### src/cawf_pkg.sv
// ----------------------------------------------------------------------------
// cawf_pkg
// Shared types and codes for the 16-bit ALU with x86-style flags.
// ----------------------------------------------------------------------------
package cawf_pkg;

  // Operation codes (opcode field)
  localparam logic [3:0] OP_ADD   = 4'd0;
  localparam logic [3:0] OP_OR    = 4'd1;
  localparam logic [3:0] OP_ADC   = 4'd2;
  localparam logic [3:0] OP_SBB   = 4'd3;
  localparam logic [3:0] OP_AND   = 4'd4;
  localparam logic [3:0] OP_SUB   = 4'd5;
  localparam logic [3:0] OP_XOR   = 4'd6;
  localparam logic [3:0] OP_CMP   = 4'd7;
  localparam logic [3:0] OP_INC   = 4'd8;
  localparam logic [3:0] OP_DEC   = 4'd9;
  localparam logic [3:0] OP_INC2  = 4'd10;
  localparam logic [3:0] OP_DEC2  = 4'd11;
  localparam logic [3:0] OP_NOT   = 4'd12;
  localparam logic [3:0] OP_NEG   = 4'd13;
  localparam logic [3:0] OP_PASS  = 4'd14;
  localparam logic [3:0] OP_INSTR = 4'd15;

  // Port B source codes
  localparam logic [1:0] PB_TEMP_A = 2'd0;
  localparam logic [1:0] PB_TEMP_B = 2'd1;
  localparam logic [1:0] PB_TEMP_C = 2'd2;
  localparam logic [1:0] PB_ZERO   = 2'd3;

  // Flag bit positions (x86 layout)
  localparam int unsigned F_CY_BIT = 0;
  localparam int unsigned F_P_BIT  = 2;
  localparam int unsigned F_AC_BIT = 4;
  localparam int unsigned F_Z_BIT  = 6;
  localparam int unsigned F_S_BIT  = 7;
  localparam int unsigned F_V_BIT  = 11;

  localparam logic [15:0] F_ALL  = 16'h08D5;
  localparam logic [15:0] F_NOCY = 16'h08D4;

  typedef enum logic [1:0] {
    X_PORT_A,
    X_PORT_B,
    X_ZERO
  } x_sel_e;

  typedef enum logic [1:0] {
    Y_PORT_B,
    Y_ONE,
    Y_TWO
  } y_sel_e;

  typedef enum logic [2:0] {
    RES_ADDER,
    RES_OR,
    RES_AND,
    RES_XOR,
    RES_NOT,
    RES_PASS,
    RES_CONST
  } res_sel_e;

  typedef struct packed {
    logic [3:0]  opcode;
    logic [7:0]  instruction_byte;
    logic        inc_dec_group;
    logic        byte_width;
    logic [15:0] temp_a;
    logic [15:0] temp_b;
    logic [15:0] temp_c;
    logic [1:0]  port_b_select;
    logic        carry_in;
    logic        constant_mode;
    logic [15:0] constant_value;
  } alu_in_t;

  typedef struct packed {
    logic [15:0] result_value;
    logic [15:0] flag_values;
    logic [15:0] flag_write_mask;
    logic        commit_result;
  } alu_out_t;

  // Decoded controls from the decoder to the datapath
  typedef struct packed {
    x_sel_e   x_sel;
    y_sel_e   y_sel;
    res_sel_e res_sel;
    logic     sub;
    logic     use_cin;
    logic     is_arith;
    logic     byte_mode;
    logic     flags_write;
    logic     cy_write;
    logic     commit;
  } alu_ctrl_t;

endpackage

### src/cpu_alu_with_flags.sv
// ----------------------------------------------------------------------------
// cpu_alu_with_flags
// 16-bit ALU with x86-style flag generation, registered in and out.
// ----------------------------------------------------------------------------
// A transaction is taken on every clock edge where start_i is high; busy_o is
// always low, so a new operation can be issued every cycle. The operands are
// captured in an input register, decoded and computed in one combinational
// pass, and captured in the result register; each result is driven on
// result_o from the result register, marked by done_o for one cycle, in
// issue order. The receiver cannot stall, so it must take every result in
// the cycle done_o is high. The result value is always the full 16-bit
// operation; flags use 8- or 16-bit operands per byte_width. flag_write_mask
// tells which flag bits (CY 0, P 2, AC 4, Z 6, S 7, V 11) the caller should
// update, and commit_result is low for compare.
// ----------------------------------------------------------------------------
module cpu_alu_with_flags (
  input  logic               clk_i,
  input  logic               rst_ni,
  input  logic               start_i,
  output logic               busy_o,
  input  cawf_pkg::alu_in_t  in_i,
  output logic               done_o,
  output cawf_pkg::alu_out_t result_o
);

  cawf_pkg::alu_in_t   in_q;
  logic                vld_q;
  cawf_pkg::alu_ctrl_t ctrl;
  cawf_pkg::alu_out_t  res_d, res_q;
  logic                done_q;

  // never stalls: one transaction per cycle
  assign busy_o = 1'b0;

  // input stage
  always_ff @(posedge clk_i or negedge rst_ni) begin
    if (!rst_ni) begin
      vld_q <= 1'b0;
    end else begin
      vld_q <= start_i & ~busy_o;
    end
  end

  always_ff @(posedge clk_i) begin
    if (start_i && !busy_o) begin
      in_q <= in_i;
    end
  end

  cawf_decode u_decode (
    .op_i   (in_q),
    .ctrl_o (ctrl)
  );

  cawf_datapath u_datapath (
    .op_i   (in_q),
    .ctrl_i (ctrl),
    .res_o  (res_d)
  );

  // result stage
  always_ff @(posedge clk_i or negedge rst_ni) begin
    if (!rst_ni) begin
      done_q <= 1'b0;
    end else begin
      done_q <= vld_q;
    end
  end

  always_ff @(posedge clk_i) begin
    if (vld_q) begin
      res_q <= res_d;
    end
  end

  assign done_o   = done_q;
  assign result_o = res_q;

  // A taken transaction yields a done_o strobe through the input and result registers.
  a_latency: assert property (@(posedge clk_i) disable iff (!rst_ni)
    (start_i && !busy_o) |=> ##1 done_o)
    else $error("result missing two cycles after transaction");

  // Flag bits outside the write mask are always zero.
  a_flags_in_mask: assert property (@(posedge clk_i) disable iff (!rst_ni)
    done_o |-> ((result_o.flag_values & ~result_o.flag_write_mask) == 16'h0000))
    else $error("flag value set outside write mask");

  // A non-committing result is a compare, which writes all flags.
  a_cmp_mask: assert property (@(posedge clk_i) disable iff (!rst_ni)
    (done_o && !result_o.commit_result) |-> (result_o.flag_write_mask == cawf_pkg::F_ALL))
    else $error("compare without full flag mask");

  // Constant mode passes the value with no flag update.
  a_const: assert property (@(posedge clk_i) disable iff (!rst_ni)
    (vld_q && in_q.constant_mode) |=>
      (result_o.flag_write_mask == 16'h0000 && result_o.commit_result &&
       result_o.result_value == $past(in_q.constant_value)))
    else $error("constant mode result mismatch");

endmodule

### src/cawf_decode.sv
// ----------------------------------------------------------------------------
// cawf_decode
// Resolves the operation (incl. instruction-byte mode) into datapath controls.
// ----------------------------------------------------------------------------
module cawf_decode (
  input  cawf_pkg::alu_in_t   op_i,
  output cawf_pkg::alu_ctrl_t ctrl_o
);

  logic [3:0] op;

  always_comb begin
    op = op_i.opcode;
    if (op_i.opcode == cawf_pkg::OP_INSTR) begin
      if (op_i.inc_dec_group) begin
        op = op_i.instruction_byte[3] ? cawf_pkg::OP_DEC : cawf_pkg::OP_INC;
      end else begin
        op = {1'b0, op_i.instruction_byte[5:3]};
      end
    end
  end

  always_comb begin
    ctrl_o             = '0;
    ctrl_o.x_sel       = cawf_pkg::X_PORT_A;
    ctrl_o.y_sel       = cawf_pkg::Y_PORT_B;
    ctrl_o.res_sel     = cawf_pkg::RES_PASS;
    ctrl_o.byte_mode   = op_i.byte_width;
    ctrl_o.commit      = 1'b1;
    ctrl_o.flags_write = 1'b1;
    ctrl_o.cy_write    = 1'b1;
    case (op)
      cawf_pkg::OP_ADD, cawf_pkg::OP_ADC: begin
        ctrl_o.res_sel  = cawf_pkg::RES_ADDER;
        ctrl_o.is_arith = 1'b1;
        ctrl_o.use_cin  = (op == cawf_pkg::OP_ADC);
      end
      cawf_pkg::OP_SUB, cawf_pkg::OP_SBB, cawf_pkg::OP_CMP: begin
        ctrl_o.res_sel  = cawf_pkg::RES_ADDER;
        ctrl_o.is_arith = 1'b1;
        ctrl_o.sub      = 1'b1;
        ctrl_o.use_cin  = (op == cawf_pkg::OP_SBB);
        ctrl_o.commit   = (op != cawf_pkg::OP_CMP);
      end
      cawf_pkg::OP_OR:  ctrl_o.res_sel = cawf_pkg::RES_OR;
      cawf_pkg::OP_AND: ctrl_o.res_sel = cawf_pkg::RES_AND;
      cawf_pkg::OP_XOR: ctrl_o.res_sel = cawf_pkg::RES_XOR;
      cawf_pkg::OP_INC, cawf_pkg::OP_DEC: begin
        ctrl_o.res_sel  = cawf_pkg::RES_ADDER;
        ctrl_o.is_arith = 1'b1;
        ctrl_o.x_sel    = cawf_pkg::X_PORT_B;
        ctrl_o.y_sel    = cawf_pkg::Y_ONE;
        ctrl_o.sub      = (op == cawf_pkg::OP_DEC);
        ctrl_o.cy_write = 1'b0;
      end
      cawf_pkg::OP_INC2, cawf_pkg::OP_DEC2: begin
        ctrl_o.res_sel     = cawf_pkg::RES_ADDER;
        ctrl_o.x_sel       = cawf_pkg::X_PORT_B;
        ctrl_o.y_sel       = cawf_pkg::Y_TWO;
        ctrl_o.sub         = (op == cawf_pkg::OP_DEC2);
        ctrl_o.byte_mode   = 1'b0;
        ctrl_o.flags_write = 1'b0;
      end
      cawf_pkg::OP_NOT: begin
        ctrl_o.res_sel     = cawf_pkg::RES_NOT;
        ctrl_o.flags_write = 1'b0;
      end
      cawf_pkg::OP_NEG: begin
        // 0 - b: borrow equals "result nonzero", V equals "operand is sign bit"
        ctrl_o.res_sel  = cawf_pkg::RES_ADDER;
        ctrl_o.is_arith = 1'b1;
        ctrl_o.x_sel    = cawf_pkg::X_ZERO;
        ctrl_o.sub      = 1'b1;
      end
      default: begin
        ctrl_o.res_sel     = cawf_pkg::RES_PASS;
        ctrl_o.flags_write = 1'b0;
      end
    endcase
    if (op_i.constant_mode) begin
      ctrl_o.res_sel     = cawf_pkg::RES_CONST;
      ctrl_o.flags_write = 1'b0;
      ctrl_o.commit      = 1'b1;
    end
  end

endmodule

### src/cawf_datapath.sv
// ----------------------------------------------------------------------------
// cawf_datapath
// Operand select, adder, logic unit, result mux and flag generation.
// ----------------------------------------------------------------------------
module cawf_datapath (
  input  cawf_pkg::alu_in_t   op_i,
  input  cawf_pkg::alu_ctrl_t ctrl_i,
  output cawf_pkg::alu_out_t  res_o
);

  logic [15:0] port_a, port_b, x_full, y_full, y_eff, sum_full, logic_res, flag_src;
  logic [15:0] x_m, y_m, flags;
  logic [16:0] y17, sum17;
  logic        c_in, c_eff, bw;
  logic        cy, ac, zf, sf, pf, vf, xs, ys;

  assign port_a = op_i.temp_b;
  assign bw     = ctrl_i.byte_mode;

  always_comb begin
    case (op_i.port_b_select)
      cawf_pkg::PB_TEMP_A: port_b = op_i.temp_a;
      cawf_pkg::PB_TEMP_B: port_b = op_i.temp_b;
      cawf_pkg::PB_TEMP_C: port_b = op_i.temp_c;
      default:             port_b = 16'h0000;
    endcase
  end

  always_comb begin
    case (ctrl_i.x_sel)
      cawf_pkg::X_PORT_A: x_full = port_a;
      cawf_pkg::X_PORT_B: x_full = port_b;
      default:            x_full = 16'h0000;
    endcase
    case (ctrl_i.y_sel)
      cawf_pkg::Y_ONE: y_full = 16'h0001;
      cawf_pkg::Y_TWO: y_full = 16'h0002;
      default:         y_full = port_b;
    endcase
  end

  // subtract as x + ~y + ~borrow
  assign c_in     = ctrl_i.use_cin & op_i.carry_in;
  assign c_eff    = ctrl_i.sub ? ~c_in : c_in;
  assign y_eff    = ctrl_i.sub ? ~y_full : y_full;
  assign sum_full = x_full + y_eff + {15'b0, c_eff};

  // flag adder on operands masked to the flag width
  assign x_m   = bw ? {8'h00, x_full[7:0]} : x_full;
  assign y_m   = bw ? {8'h00, y_full[7:0]} : y_full;
  assign y17   = ctrl_i.sub ? ~{1'b0, y_m} : {1'b0, y_m};
  assign sum17 = {1'b0, x_m} + y17 + {16'b0, c_eff};

  always_comb begin
    case (ctrl_i.res_sel)
      cawf_pkg::RES_OR:  logic_res = port_a | port_b;
      cawf_pkg::RES_AND: logic_res = port_a & port_b;
      cawf_pkg::RES_XOR: logic_res = port_a ^ port_b;
      cawf_pkg::RES_NOT: logic_res = ~port_b;
      default:           logic_res = port_b;
    endcase
  end

  assign flag_src = ctrl_i.is_arith ? sum17[15:0] : logic_res;
  assign zf = bw ? (flag_src[7:0] == 8'h00) : (flag_src == 16'h0000);
  assign sf = bw ? flag_src[7] : flag_src[15];
  assign pf = ~^flag_src[7:0];
  assign xs = bw ? x_m[7] : x_m[15];
  assign ys = bw ? y_m[7] : y_m[15];
  assign cy = ctrl_i.is_arith & ctrl_i.cy_write & (bw ? sum17[8] : sum17[16]);
  assign ac = ctrl_i.is_arith & (x_m[4] ^ y_m[4] ^ sum17[4]);
  assign vf = ctrl_i.is_arith & (ctrl_i.sub ? ((xs ^ ys) & (xs ^ sf))
                                            : (~(xs ^ ys) & (xs ^ sf)));

  always_comb begin
    flags                     = 16'h0000;
    flags[cawf_pkg::F_CY_BIT] = cy;
    flags[cawf_pkg::F_P_BIT]  = pf;
    flags[cawf_pkg::F_AC_BIT] = ac;
    flags[cawf_pkg::F_Z_BIT]  = zf;
    flags[cawf_pkg::F_S_BIT]  = sf;
    flags[cawf_pkg::F_V_BIT]  = vf;
  end

  always_comb begin
    case (ctrl_i.res_sel)
      cawf_pkg::RES_ADDER: res_o.result_value = sum_full;
      cawf_pkg::RES_CONST: res_o.result_value = op_i.constant_value;
      default:             res_o.result_value = logic_res;
    endcase
    res_o.flag_values     = ctrl_i.flags_write ? flags : 16'h0000;
    res_o.flag_write_mask = ctrl_i.flags_write ?
                            (ctrl_i.cy_write ? cawf_pkg::F_ALL : cawf_pkg::F_NOCY) :
                            16'h0000;
    res_o.commit_result   = ctrl_i.commit;
  end

endmodule

### config.mk
export PLATFORM = sky130hd
export DESIGN_NAME = cpu_alu_with_flags
export DESIGN_NICKNAME = d
export VERILOG_FILES = /design/src/cawf_pkg.sv /design/src/cpu_alu_with_flags.sv /design/src/cawf_decode.sv /design/src/cawf_datapath.sv
export SDC_FILE = /design/constraint.sdc
export NUM_CORES = 1
export LEC_CHECK = 0
export BUFFER_PORTS_ARGS = -buffer_cell sky130_fd_sc_hd__buf_2
export CORE_AREA = 4 4 171 107
export DETAILED_ROUTE_END_ITERATION = 10
export DIE_AREA = 0 0 175 111
export PLACE_DENSITY = 0.78
export SETUP_SLACK_MARGIN = 0.02
export SYNTH_ARGS = -nofsm -noshare
export SYNTH_HDL_FRONTEND = slang
export SYNTH_HIERARCHICAL = 1
export SYNTH_SLANG_ARGS = --single-unit
### constraint.sdc
create_clock -name clk_i -period 4.6 [get_ports clk_i]
set_clock_uncertainty 0.15 [all_clocks]
set_input_delay 0.23 -clock clk_i [delete_from_list [all_inputs] [get_ports clk_i]]
set_output_delay 0.23 -clock clk_i [all_outputs]
set_load 0.1 [all_outputs]
# --- Word level (Yosys, flattened, before mapping) ---
# Cells that the tools add are included.
totals:
  wordCells: 116
  regBits: 131
  in_bits: 85
op_classes:
  n_mux: 32
  n_eq_ne: 25
  addsub: 4
  bitwise_logic: 20
  n_reduce_logical: 17
ops:
  columns: ["op", "count"]
  rows:
  - ["case mux 16 bit (2 select lines)", 3]
  - ["two-way mux 16 bit", 4]
  - ["case mux 16 bit (4 select lines)", 1]
  - ["case mux 16 bit (3 select lines)", 1]
  - ["NOT 16 bit", 2]
  - ["== test 4 bit, second input constant", 7]
  - ["adder 16 x 17 -> 17 bit", 1]
  - ["adder 17 x 1 -> 17 bit", 1]
  - ["two-way mux 17 bit", 1]
  - ["NOT 16 -> 17 bit", 1]
  - ["adder 16 x 1 -> 16 bit", 1]
  - ["adder 16 bit", 1]
  - ["bitwise AND 16 bit", 1]
  - ["== test 4 x 3 -> 1 bit, second input constant", 4]
  - ["zero test 16 bit", 1]
  - ["bitwise OR 16 bit", 1]
  - ["bitwise XOR 16 bit", 1]
  - ["case mux 3 bit (5 select lines)", 1]
  - ["two-way mux 1 bit", 14]
  - ["OR reduction 11 bit", 1]
  - ["OR reduction 10 bit", 1]
  - ["== test 4 x 2 -> 1 bit, second input constant", 2]
  - ["zero test 8 bit", 1]
  - ["two-way mux 4 bit", 2]
  - ["other kinds (22)", 44]

# --- Depth between registers and ports, before layout ---
# Gate-level depths: netlist of run 1.
depth:
  depth_word: 19
  depth_mapped: 26
  depth_no_buf: 24

# --- Hierarchy ---
# Netlist of run 1, hierarchy kept.
by_module_without_submodules:
  columns: ["module", "cells_each", "n_inst", "area_per_inst_um2"]
  rows:
  - ["cawf_datapath", 678, 1, 4471.8]
  - ["cpu_alu_with_flags", 135, 1, 3995.1]
  - ["cawf_decode", 38, 1, 230.2]

# --- Worst setup path after synthesis of run 1 ---
# OpenSTA, ideal clock, no wires.
synth_path:
  path_kind: "register to register"
  from: "reg in_q[81] in the netlist's numbering"
  to: "reg res_q, in the netlist result_o[23], data pin"
  arrival_time_ps: 4733
  setup_slack_ps: -463
  setup_ps: 180
  required_ps: 4270
  stages_incl_launch_ff: 24
  cell_sequence: "edfxtp_1 -> nand3_1 -> o21a_1 -> nor2_1 -> a221oi_1 -> clkbuf_1 -> buf_1 -> xnor2_1 -> fa_1 -> inv_1 -> fa_1 -> nor2b_1 -> o31a_1 -> o21a_1 -> nor2_1 -> xnor2_1 -> a21oi_1 -> ha_1 -> nand3_1 -> nor4_1 -> o21ai_0 -> a311oi_1 -> nand3_1 -> o41ai_2"
synth_lines:
  columns: ["element", "line", "source"]
  rows:
  - ["from (decl)", "cpu_alu_with_flags.sv:26", "cawf_pkg::alu_in_t in_q;"]
  - ["from (signal assigned)", "cpu_alu_with_flags.sv:46", "in_q <= in_i;"]
  - ["to (signal assigned)", "cpu_alu_with_flags.sv:72", "res_q <= res_d;"]
  - ["to (decl)", "cpu_alu_with_flags.sv:29", "cawf_pkg::alu_out_t res_d, res_q;"]

==> run_results.csv, run 1 <==
group,metric,value,unit
floorplanning,dieHeight,111,um
route,drc,0,
route,initialDrtViolationCount,721,
cells_and_area,diodes,0,
sta,slew_violations,0,
setup_path,cp.required,4.69,ns
clock_network,clk_latency,0.43,ns
placement,dp_hpwl,16700,um
setup_path,end_kind,"flip-flop",
floorplanning,dieArea,0.0194,mm2
clock_network,htree_levels,4,
setup_path,cp_max_fo,4,
yosys,yosys_warnings,6,
sta,min_period_over_period,104,%
cells_and_area,drive_above_1_share,25.5,%
floorplanning,rows,37,
global_route,antenna_found_initial,1,
route,viasPerCell,5.52,
placement,place.gp.congestion,0.988,
route,ant_nets,0,
clock_network,clockBufferDepth,2,
floorplanning,io_pins,136,
route,route.vias.total,7442,
global_route,track_usage,24.5,%
clock_network,clockRootBuffer,"clkbuf_16",
pwr,p_total,5330,uW
setup_path,path_cells,"nand2_2 > o31a_1 > nor3_2 > inv_1 > ha_4 > nor2_2 > a21oi_2 > xor2_2 > fa_2 > inv_2 > fa_2 > nor2b_2 > o31a_1 > o21a_1 > nor2_2 > xnor2_1 > a21oi_1 > ha_1 > nand3_4 > nor4_2 > o21ai_1 > a311oi_1 > nand3_1 > o41ai_2",
setup_path,worst-setup-path-type,"reg2reg",
sta,min_period,4.79,ns
setup_path,crit_arrival,4.88,ns
sta,finalHoldViolCount,0,
sta,timing.final.ws_setup,-0.190,ns
sta,grt_setup_unrepaired,"yes",
setup_path,path_buf_inv,2,
run_status,violations,"setup timing",
placement,io_buffer_count,129,
route,drt-total-wl,23500,um
sta,max_freq,209,MHz
cells_and_area,multi_input_comb_area,0.00432,mm2
route,wire_per_inst,17.5,um
global_route,overflow,0,
hold_path,hold_path.class,"in2reg",
floorplanning,die_x,175,um
cells_and_area,final_core_util,67.3,%
global_route,grt_max_degree,59,
floorplanning,start_util,51.0,%
clock_network,cts_tree,"yes",
setup_path,path_delay_family,"compound AO/OA/AOI/OAI gates",
cells_and_area,seqCellArea,0.00383,mm2
placement,post-place-cells,1233,
yosys,synthCells,846,
clock_network,path_clk_slew,0.06,ns
sta,finalSetupViolCount,1,
global_route,grt_pass1_wl,37600,um
pwr,static-leakage-power,0.00476,uW
setup_path,max_stage_delay,0.45,ns
setup_path,start_kind,"flip-flop",
floorplanning,fp.coreArea,0.0168,mm2
pwr,vdd_drop_max,0.387,mV
pwr,p_per_area,472,mW/mm2
cells_and_area,areaGrowthSynthToFinish,31.9,%
cells_and_area,num-nets-final,1247,
yosys,synth_area,0.00855,mm2
run,maxCapViolations,0,
clock_network,cts.sink_count,128,
run_status,status,"finished with violations",
global_route,first_global_vias,7372,
sta,worst_slew_pin_slew,1.10,ns
yosys,avgSynthCellArea,10.1,um2
cells_and_area,final.fill_count,1306,
cells_and_area,stdcell_count,1348,
route,first_pass_iters,5,
setup_path,slowest_stage,"edfxtp_1",
clock_network,cts_buffers,17,
sta,timing.slew.headroom,26.8,%
## routing by layer
| layer | up-vias | global-route usage (%) | routed length, um |
|---|---|---|---|
| met5 | - | 0 | 0 |
| met4 | 0 | 8.42 | 634 |
| met3 | 55 | 4.98 | 2160 |
| met2 | 363 | 37.4 | 10300 |
| met1 | 3497 | 34.8 | 10400 |
| li1 | 3527 | - | - |
## path summary, 6_finish.rpt
path | startpoint | end | cells past startpoint | slack [ns]
setup / recovery | in_q[81] | result_o[23] | 24 | -0.19
hold / removal | in_i[64] | in_q[64] | 2 | 0.35
setup reg to reg | in_q[81] | result_o[23] | 24 | -0.19
hold reg to reg | in_q[10] | result_o[43] | 2 | 0.40
max in group asynchronous | rst_ni | vld_q | 3 | 3.67
min in group asynchronous | rst_ni | done_o | 3 | 0.50
## worst register-to-register path: cells and delay by family (launching register included)
family                   cells  cell delay [ns]
adder cells (fa/ha/maj)      4             1.11
AO/OA/AOI/OAI                8             1.56
AND/OR/NAND/NOR              8             0.92
flip-flops                   1             0.45
XOR/XNOR                     2             0.25
buffers and inverters        2             0.19
## per-stage QoR
step	setup WS [ns]	area [um2]	hold WS [ns]	TNS, ns
6_report	-0.190	11300	0.354	-0.190
5_1_grt	-0.478	11300	0.360	-0.580
4_1_cts	-0.102	11200	0.341	-0.102
3_5_place_dp	-0.182	9750	-0.134	-0.182
3_3_place_gp	-0.0909	9750	-0.135	-0.0909
2_1_floorplan	0.0208	8650	-0.216	0
## report_power, final
group	internal (uW)	switching, uW
combinational	908	1530
clock	880	523
sequential	1430	58.5
## cells in the final DEF (no fill, tap or decap), types with 4 or more instances in the layout
cell and n:
buf_2 128, edfxtp_1 126, nand2_1 89, nor2_1 81
dlygate4sd3_1 80, buf_4 74, ha_1 58, a21oi_1 57
inv_1 46, xnor2_1 44, o21ai_0 29, conb_1 21
a211oi_1 21, mux2i_1 19, clkbuf_16 17, nand3_1 13
and2_1 12, a31oi_1 11, a22oi_1 10, nor2b_1 10
xor2_1 9, o22ai_1 8, a221o_1 8, o21ai_1 7
nor3b_1 7, a21o_1 7, o211ai_1 6, a21oi_2 5
clkinv_2 4, nand2b_1 4, o21a_1 4, nor3_1 4
## flip-flops by register name (all words and copies together) (netlist names)
register	count
result_o	49
done_o	1
vld_q	1
in_q	77
## area by class of cell
cell class                 count  share of cell area, %
clock buffer                  19                   4.02
clock inverter                13                   1.42
inverter                      50                   1.66
multi-input combinational    619                   38.3
sequential                   128                   34.0
tap                          234                   2.60
timing repair buffer         285                   18.0
## what timing repair did
item	in CTS	in global routing
hold buffers	80	0
endpoints found under the hold margin	80	0
setup endpoints to repair	1	6
gates resized for setup	4	18
pin swaps	2	2
buffers inserted	1	2
No activity file was read; power rests on OpenSTA's default activity.
==> run 2: changes to the inputs <==
--- a/config.mk
+++ b/config.mk
@@ -6,10 +6,11 @@
 export NUM_CORES = 1
 export LEC_CHECK = 0
 export BUFFER_PORTS_ARGS = -buffer_cell sky130_fd_sc_hd__buf_2
-export CORE_AREA = 4 4 171 107
+export CORE_AREA = 4 4 157 99
 export DETAILED_ROUTE_END_ITERATION = 10
-export DIE_AREA = 0 0 175 111
-export PLACE_DENSITY = 0.78
+export DIE_AREA = 0 0 161 103
+export HOLD_SLACK_MARGIN = 0.15
+export PLACE_DENSITY = 0.87
 export SETUP_SLACK_MARGIN = 0.02
 export SYNTH_ARGS = -nofsm -noshare
 export SYNTH_HDL_FRONTEND = slang
==> constraint.sdc (replaced) <==
create_clock -name clk_i -period 5.9 [get_ports clk_i]
set_clock_uncertainty 0.15 [all_clocks]
set_input_delay 0.59 -clock clk_i [delete_from_list [all_inputs] [get_ports clk_i]]
set_output_delay 0.59 -clock clk_i [all_outputs]
set_load 0.1 [all_outputs]
==> run_results.csv, run 2 (synthesis gave the netlist of run 1 again) <==
group,metric,value,unit
route,first_pass_iters,7,
pwr,p_per_area,398,mW/mm2
setup_path,cpMostUsedCell,"nand2_1",
pwr,static-leakage-power,0.00416,uW
clock_network,cts_buffers,17,
setup_path,r2r-start,"in_q[81]",
clock_network,path_clk_slew,0.06,ns
clock_network,clk_latency,0.43,ns
run_status,status,"finished, final reports clean",
route,ant_nets,0,
cells_and_area,drive_above_1_share,21.7,%
placement,place.gp.congestion,0.962,
setup_path,worst-setup-path-type,"reg2reg",
setup_path,reg2reg_to,"result_o[23]",
floorplanning,die_x,161,um
floorplanning,io_pins,136,
setup_path,slowest_stage,"edfxtp_1",
global_route,grt_max_degree,79,
sta,timing.slew.headroom,28.7,%
setup_path,start_kind,"flip-flop",
sta,finalHoldViolCount,0,
cells_and_area,areaGrowthSynthToFinish,16.7,%
hold_path,worstHoldStart,"in_i[40]",
setup_path,reg2reg_slack,0.23,ns
setup_path,path_delay_family,"compound AO/OA/AOI/OAI gates",
setup_path,cp_max_fo,14,
setup_path,cp.required,5.99,ns
cells_and_area,regMostFlops,"in_q",
floorplanning,fp.coreArea,0.0141,mm2
global_route,track_usage,26.8,%
route,wire_per_inst,18.6,um
setup_path,max_stage_delay,0.49,ns
setup_path,end_kind,"flip-flop",
cells_and_area,final_cell_mix,"128 x buf_2, 126 x edfxtp_1, 90 x nand2_1",
sta,worst_slew_pin_slew,1.07,ns
sta,slew_violations,0,
sta,min_period_over_period,96.1,%
route,drc,0,
clock_network,cts_tree,"yes",
cells_and_area,stdcell_count,1182,
route,initialDrtViolationCount,972,
placement,dp_hpwl,15700,um
cells_and_area,diodes,0,
cells_and_area,largest_register_ffs,77,
clock_network,cts.sink_count,128,
setup_path,path_buf_inv,2,
clock_network,htree_levels,4,
global_route,antenna_found_initial,0,
hold_path,hold_depth,1,
placement,io_buffer_count,129,
global_route,overflow,0,
sta,setup_tns,0,ns
cells_and_area,layout_commonest_cell,"buf_2",
cells_and_area,num-nets-final,1117,
placement,post-place-cells,1144,
sta,max_freq,176,MHz
floorplanning,rows,34,
clock_network,clockBufferDepth,2,
sta,min_period,5.67,ns
pwr,vdd_drop_max,0.318,mV
global_route,grt_pass1_wl,34700,um
hold_path,hold_path.class,"in2reg",
floorplanning,dieHeight,103,um
setup_path,r2r.worst_path.cells,21,
run,maxCapViolations,0,
setup_path,path_cells,"nand2_1 > o31a_1 > nor3_2 > inv_1 > ha_2 > buf_4 > nand2_1 > xnor2_1 > ha_1 > a2111oi_0 > o21ai_1 > nand2_1 > xor2_1 > mux2_2 > ha_1 > nand3_1 > nor4_1 > o21ai_0 > a311oi_1 > nand3_1 > o41ai_2",
sta,finalSetupViolCount,0,
cells_and_area,final_core_util,70.6,%
clock_network,clockRootBuffer,"clkbuf_16",
route,drt-total-wl,22000,um
floorplanning,start_util,60.5,%
floorplanning,dieArea,0.0166,mm2
sta,grt_setup_unrepaired,"no",
route,viasPerCell,6.00,
route,route.vias.total,7094,
global_route,first_global_vias,6698,
hold_path,hold_path_end,"in_q[40]",
setup_path,crit_arrival,5.75,ns
==> run 2: cell count changes in the layout (fill, tap and decap cells not counted), sizes merged <==
| cell | change |
|---|---|
| dlygate4sd3 | -79 |
| buf | -51 |
| bufinv | +1 |
| clkbuf | -1 |
| clkinv | -1 |
| clkinvlp | +1 |
==> run 2: cell type report <==
type / count / area, um2
Sequential cell: 128 / 3830
Clock inverter: 14 / 190
Tap cell: 198 / 248
Multi-Input combinational cell: 619 / 4240
Timing Repair Buffer: 155 / 846
Inverter: 50 / 188
Fill cell: 1073 / 4150
Clock buffer: 18 / 429
==> run 2: how the worst max path moves through the flow <==
stage / slack (ns) / startpoint / end / depth (start not counted)
2_1_floorplan: 0.84 / in_q[81] / result_o[23] / 23
3_3_place_gp: 0.46 / in_q[79] / result_o[23] / 21
3_5_place_dp: 0.26 / in_q[79] / result_o[23] / 21
4_1_cts: 0.23 / in_q[79] / result_o[23] / 21
5_1_grt: 0.007 / in_q[81] / result_o[23] / 23
6_report: 0.23 / in_q[81] / result_o[23] / 21
==> run 2: per-stage QoR <==
step	cell area, um2	setup slack (ns)	power [uW]	hold WS, ns
after floorplan	8620	0.837	2460	0.144
after global placement	9300	0.463	2770	0.226
after detailed placement	9300	0.256	2810	0.227
after CTS	9930	0.229	3930	0.173
after global routing	9970	0.00711	4160	0.169
final	9970	0.231	3970	0.185
==> run 2: layer usage <==
metal	global-route usage (%)	wire, um	up-vias
met1	36.6	9210	3308
met2	42.0	9780	463
met4	9.31	556	0
li1	-	-	3265
met5	0	0	-
met3	6.95	2460	58
==> run 2: what timing repair did <==
item | in CTS | in global routing
gates resized for setup | 0 | 2
setup buffers | 0 | 5
setup endpoints to repair | 0 | 1
hold buffers | 1 | 0
hold endpoints to repair | 2 | 0
==> run 2: report_power, final <==
group	switching [uW]	internal, uW
logic	1140	557
registers	46.8	1120
clock network	404	706
==> run 3: changes to the inputs <==
--- a/config.mk
+++ b/config.mk
@@ -11,6 +11,7 @@
 export DIE_AREA = 0 0 161 103
 export HOLD_SLACK_MARGIN = 0.15
 export PLACE_DENSITY = 0.87
+export RECOVER_POWER = 50
 export SETUP_SLACK_MARGIN = 0.02
 export SYNTH_ARGS = -nofsm -noshare
 export SYNTH_HDL_FRONTEND = slang
==> run_results.csv, run 3 (synthesis gave the netlist of run 1 again) <==
group,metric,value,unit
setup_path,end_kind,"flip-flop",
floorplanning,fp.coreArea,0.0141,mm2
setup_path,cp.required,5.99,ns
pwr,vdd_drop_max,0.318,mV
global_route,antenna_found_initial,0,
floorplanning,dieHeight,103,um
hold_path,hold_path.class,"in2reg",
cells_and_area,final.fill_count,1075,
run,maxCapViolations,2,
placement,placed_area,0.00930,mm2
setup_path,critPathLaunch,"in_q[81]",
setup_path,worst-setup-path-type,"reg2reg",
global_route,track_usage,26.8,%
sta,grt_setup_unrepaired,"no",
clock_network,clockBufferDepth,2,
sta,setup_tns,0,ns
cells_and_area,drive_above_1_share,21.1,%
clock_network,clk_latency,0.43,ns
sta,finalHoldViolCount,0,
route,viasPerCell,6.02,
pwr,clkPwrFrac,27.9,%
route,drt-total-wl,22000,um
route,wire_per_inst,18.6,um
cells_and_area,areaGrowthSynthToFinish,16.5,%
pwr,p_per_area,399,mW/mm2
sta,min_period,5.66,ns
route,initialDrtViolationCount,977,
pwr,combPwrFrac,42.8,%
route,route.vias.total,7111,
run_status,violations,"capacitance limit, slew limit",
route,drc,0,
sta,finalSetupViolCount,0,
global_route,grt_pass1_wl,34700,um
cells_and_area,largest_register_ffs,77,
setup_path,crit_arrival,5.74,ns
clock_network,cts_buffers,17,
placement,place.gp.congestion,0.962,
sta,timing.slew.headroom,-172,%
placement,post-place-cells,1144,
pwr,p_seq_share,29.3,%
floorplanning,dieArea,0.0166,mm2
cells_and_area,fin_area,0.00996,mm2
clock_network,cts.sink_count,128,
sta,min_period_over_period,95.9,%
route,first_pass_iters,6,
route,ant_nets,0,
pwr,switching_share,40.1,%
pwr,intPower,2380,uW
floorplanning,io_pins,136,
sta,hold_slack,0.183,ns
cells_and_area,layout_commonest_cell,"edfxtp_1",
floorplanning,start_util,60.5,%
placement,io_buffer_count,129,
cells_and_area,stdcell_count,1182,
cells_and_area,regMostFlops,"in_q",
sta,max_freq,177,MHz
setup_path,start_kind,"flip-flop",
clock_network,path_clk_slew,0.06,ns
cells_and_area,num-nets-final,1117,
floorplanning,die_x,161,um
clock_network,cts_tree,"yes",
setup_path,cp_max_fo,14,
placement,dp_hpwl,15700,um
pwr,power_switching,1590,uW
cells_and_area,final_cell_mix,"126 x edfxtp_1, 124 x buf_2, 90 x nand2_1",
cells_and_area,diodes,0,
setup_path,reg2reg_to,"result_o[23]",
setup_path,reg2reg_slack,0.24,ns
floorplanning,rows,34,
setup_path,endpoint,"result_o[23]",
clock_network,htree_levels,4,
sta,worst_slew_pin_slew,4.08,ns
run_status,status,"finished with violations",
clock_network,clockRootBuffer,"clkbuf_16",
pwr,static-leakage-power,0.00415,uW
global_route,grt_max_degree,79,
sta,slew_violations,130,
setup_path,r2r-start,"in_q[81]",
global_route,first_global_vias,6698,
global_route,overflow,0,
setup_path,r2r.worst_path.cells,21,
## run 3: final cells by class
cell class                      count  area, um2  share of cell area [%]
Clock inverter                     14        190                    1.91
Tap cell                          198        248                    2.49
Sequential cell                   128       3830                    38.5
Inverter                           50        188                    1.88
Timing Repair Buffer              155        837                    8.40
Clock buffer                       18        429                    4.31
Multi-Input combinational cell    619       4240                    42.5
## run 3: how the worst min path moves through the flow
stage / start / endpoint / slack (ns) / depth (start not counted)
3_3_place_gp: rst_ni / done_o / 0.23 / 1
5_1_grt: in_i[6] / in_q[6] / 0.17 / 1
3_5_place_dp: rst_ni / done_o / 0.23 / 1
6_report: in_i[40] / in_q[40] / 0.18 / 1
4_1_cts: in_i[36] / in_q[36] / 0.17 / 1
2_1_floorplan: rst_ni / done_o / 0.14 / 0
## run 3: routing by layer
| metal | vias to the layer above | GRT usage [%] | share of wire, % |
|---|---|---|---|
| met4 | 0 | 9.31 | 2.5 |
| met3 | 65 | 6.95 | 12 |
| met1 | 3293 | 36.6 | 41 |
| met2 | 492 | 42.0 | 45 |
| met5 | - | 0 | 0 |
| li1 | 3261 | - | - |
## run 3: power groups by stage
stage	logic (uW)	clock network, uW	registers, uW
final	1700	1110	1170
after global routing	1810	1170	1180
after CTS	1640	1120	1160
after detailed placement	1620	0	1180
after global placement	1590	0	1180
after floorplan	952	0	1510
## run 3: what timing repair did
action,CTS,global route
buffers inserted,0,5
hold buffers,1,0
endpoints found under the hold margin,2,0
endpoints found under the setup margin,0,1
resized for setup,0,2
## run 3: critical path: stages, from the launching register on
cell	delay, ns
edfxtp_1	0.49
nand2_1	0.13
o31a_1	0.33
nor3_2	0.26
inv_1	0.08
ha_2	0.41
buf_4	0.22
nand2_1	0.08
xnor2_1	0.13
ha_1	0.35
a2111oi_0	0.40
o21ai_1	0.28
nand2_1	0.15
xor2_1	0.26
mux2_2	0.28
ha_1	0.16
nand3_1	0.21
nor4_1	0.36
o21ai_0	0.13
a311oi_1	0.26
nand3_1	0.13
o41ai_2	0.20
## run 3: stage by stage
step	power (uW)	setup WS [ns]	utilization, %
floorplan	2460	0.837	-
detailed placement	2810	0.256	65.8
global placement	2770	0.463	65.8
CTS	3930	0.229	70.3
finish	3970	0.244	70.5
global route	4160	0.00711	70.5
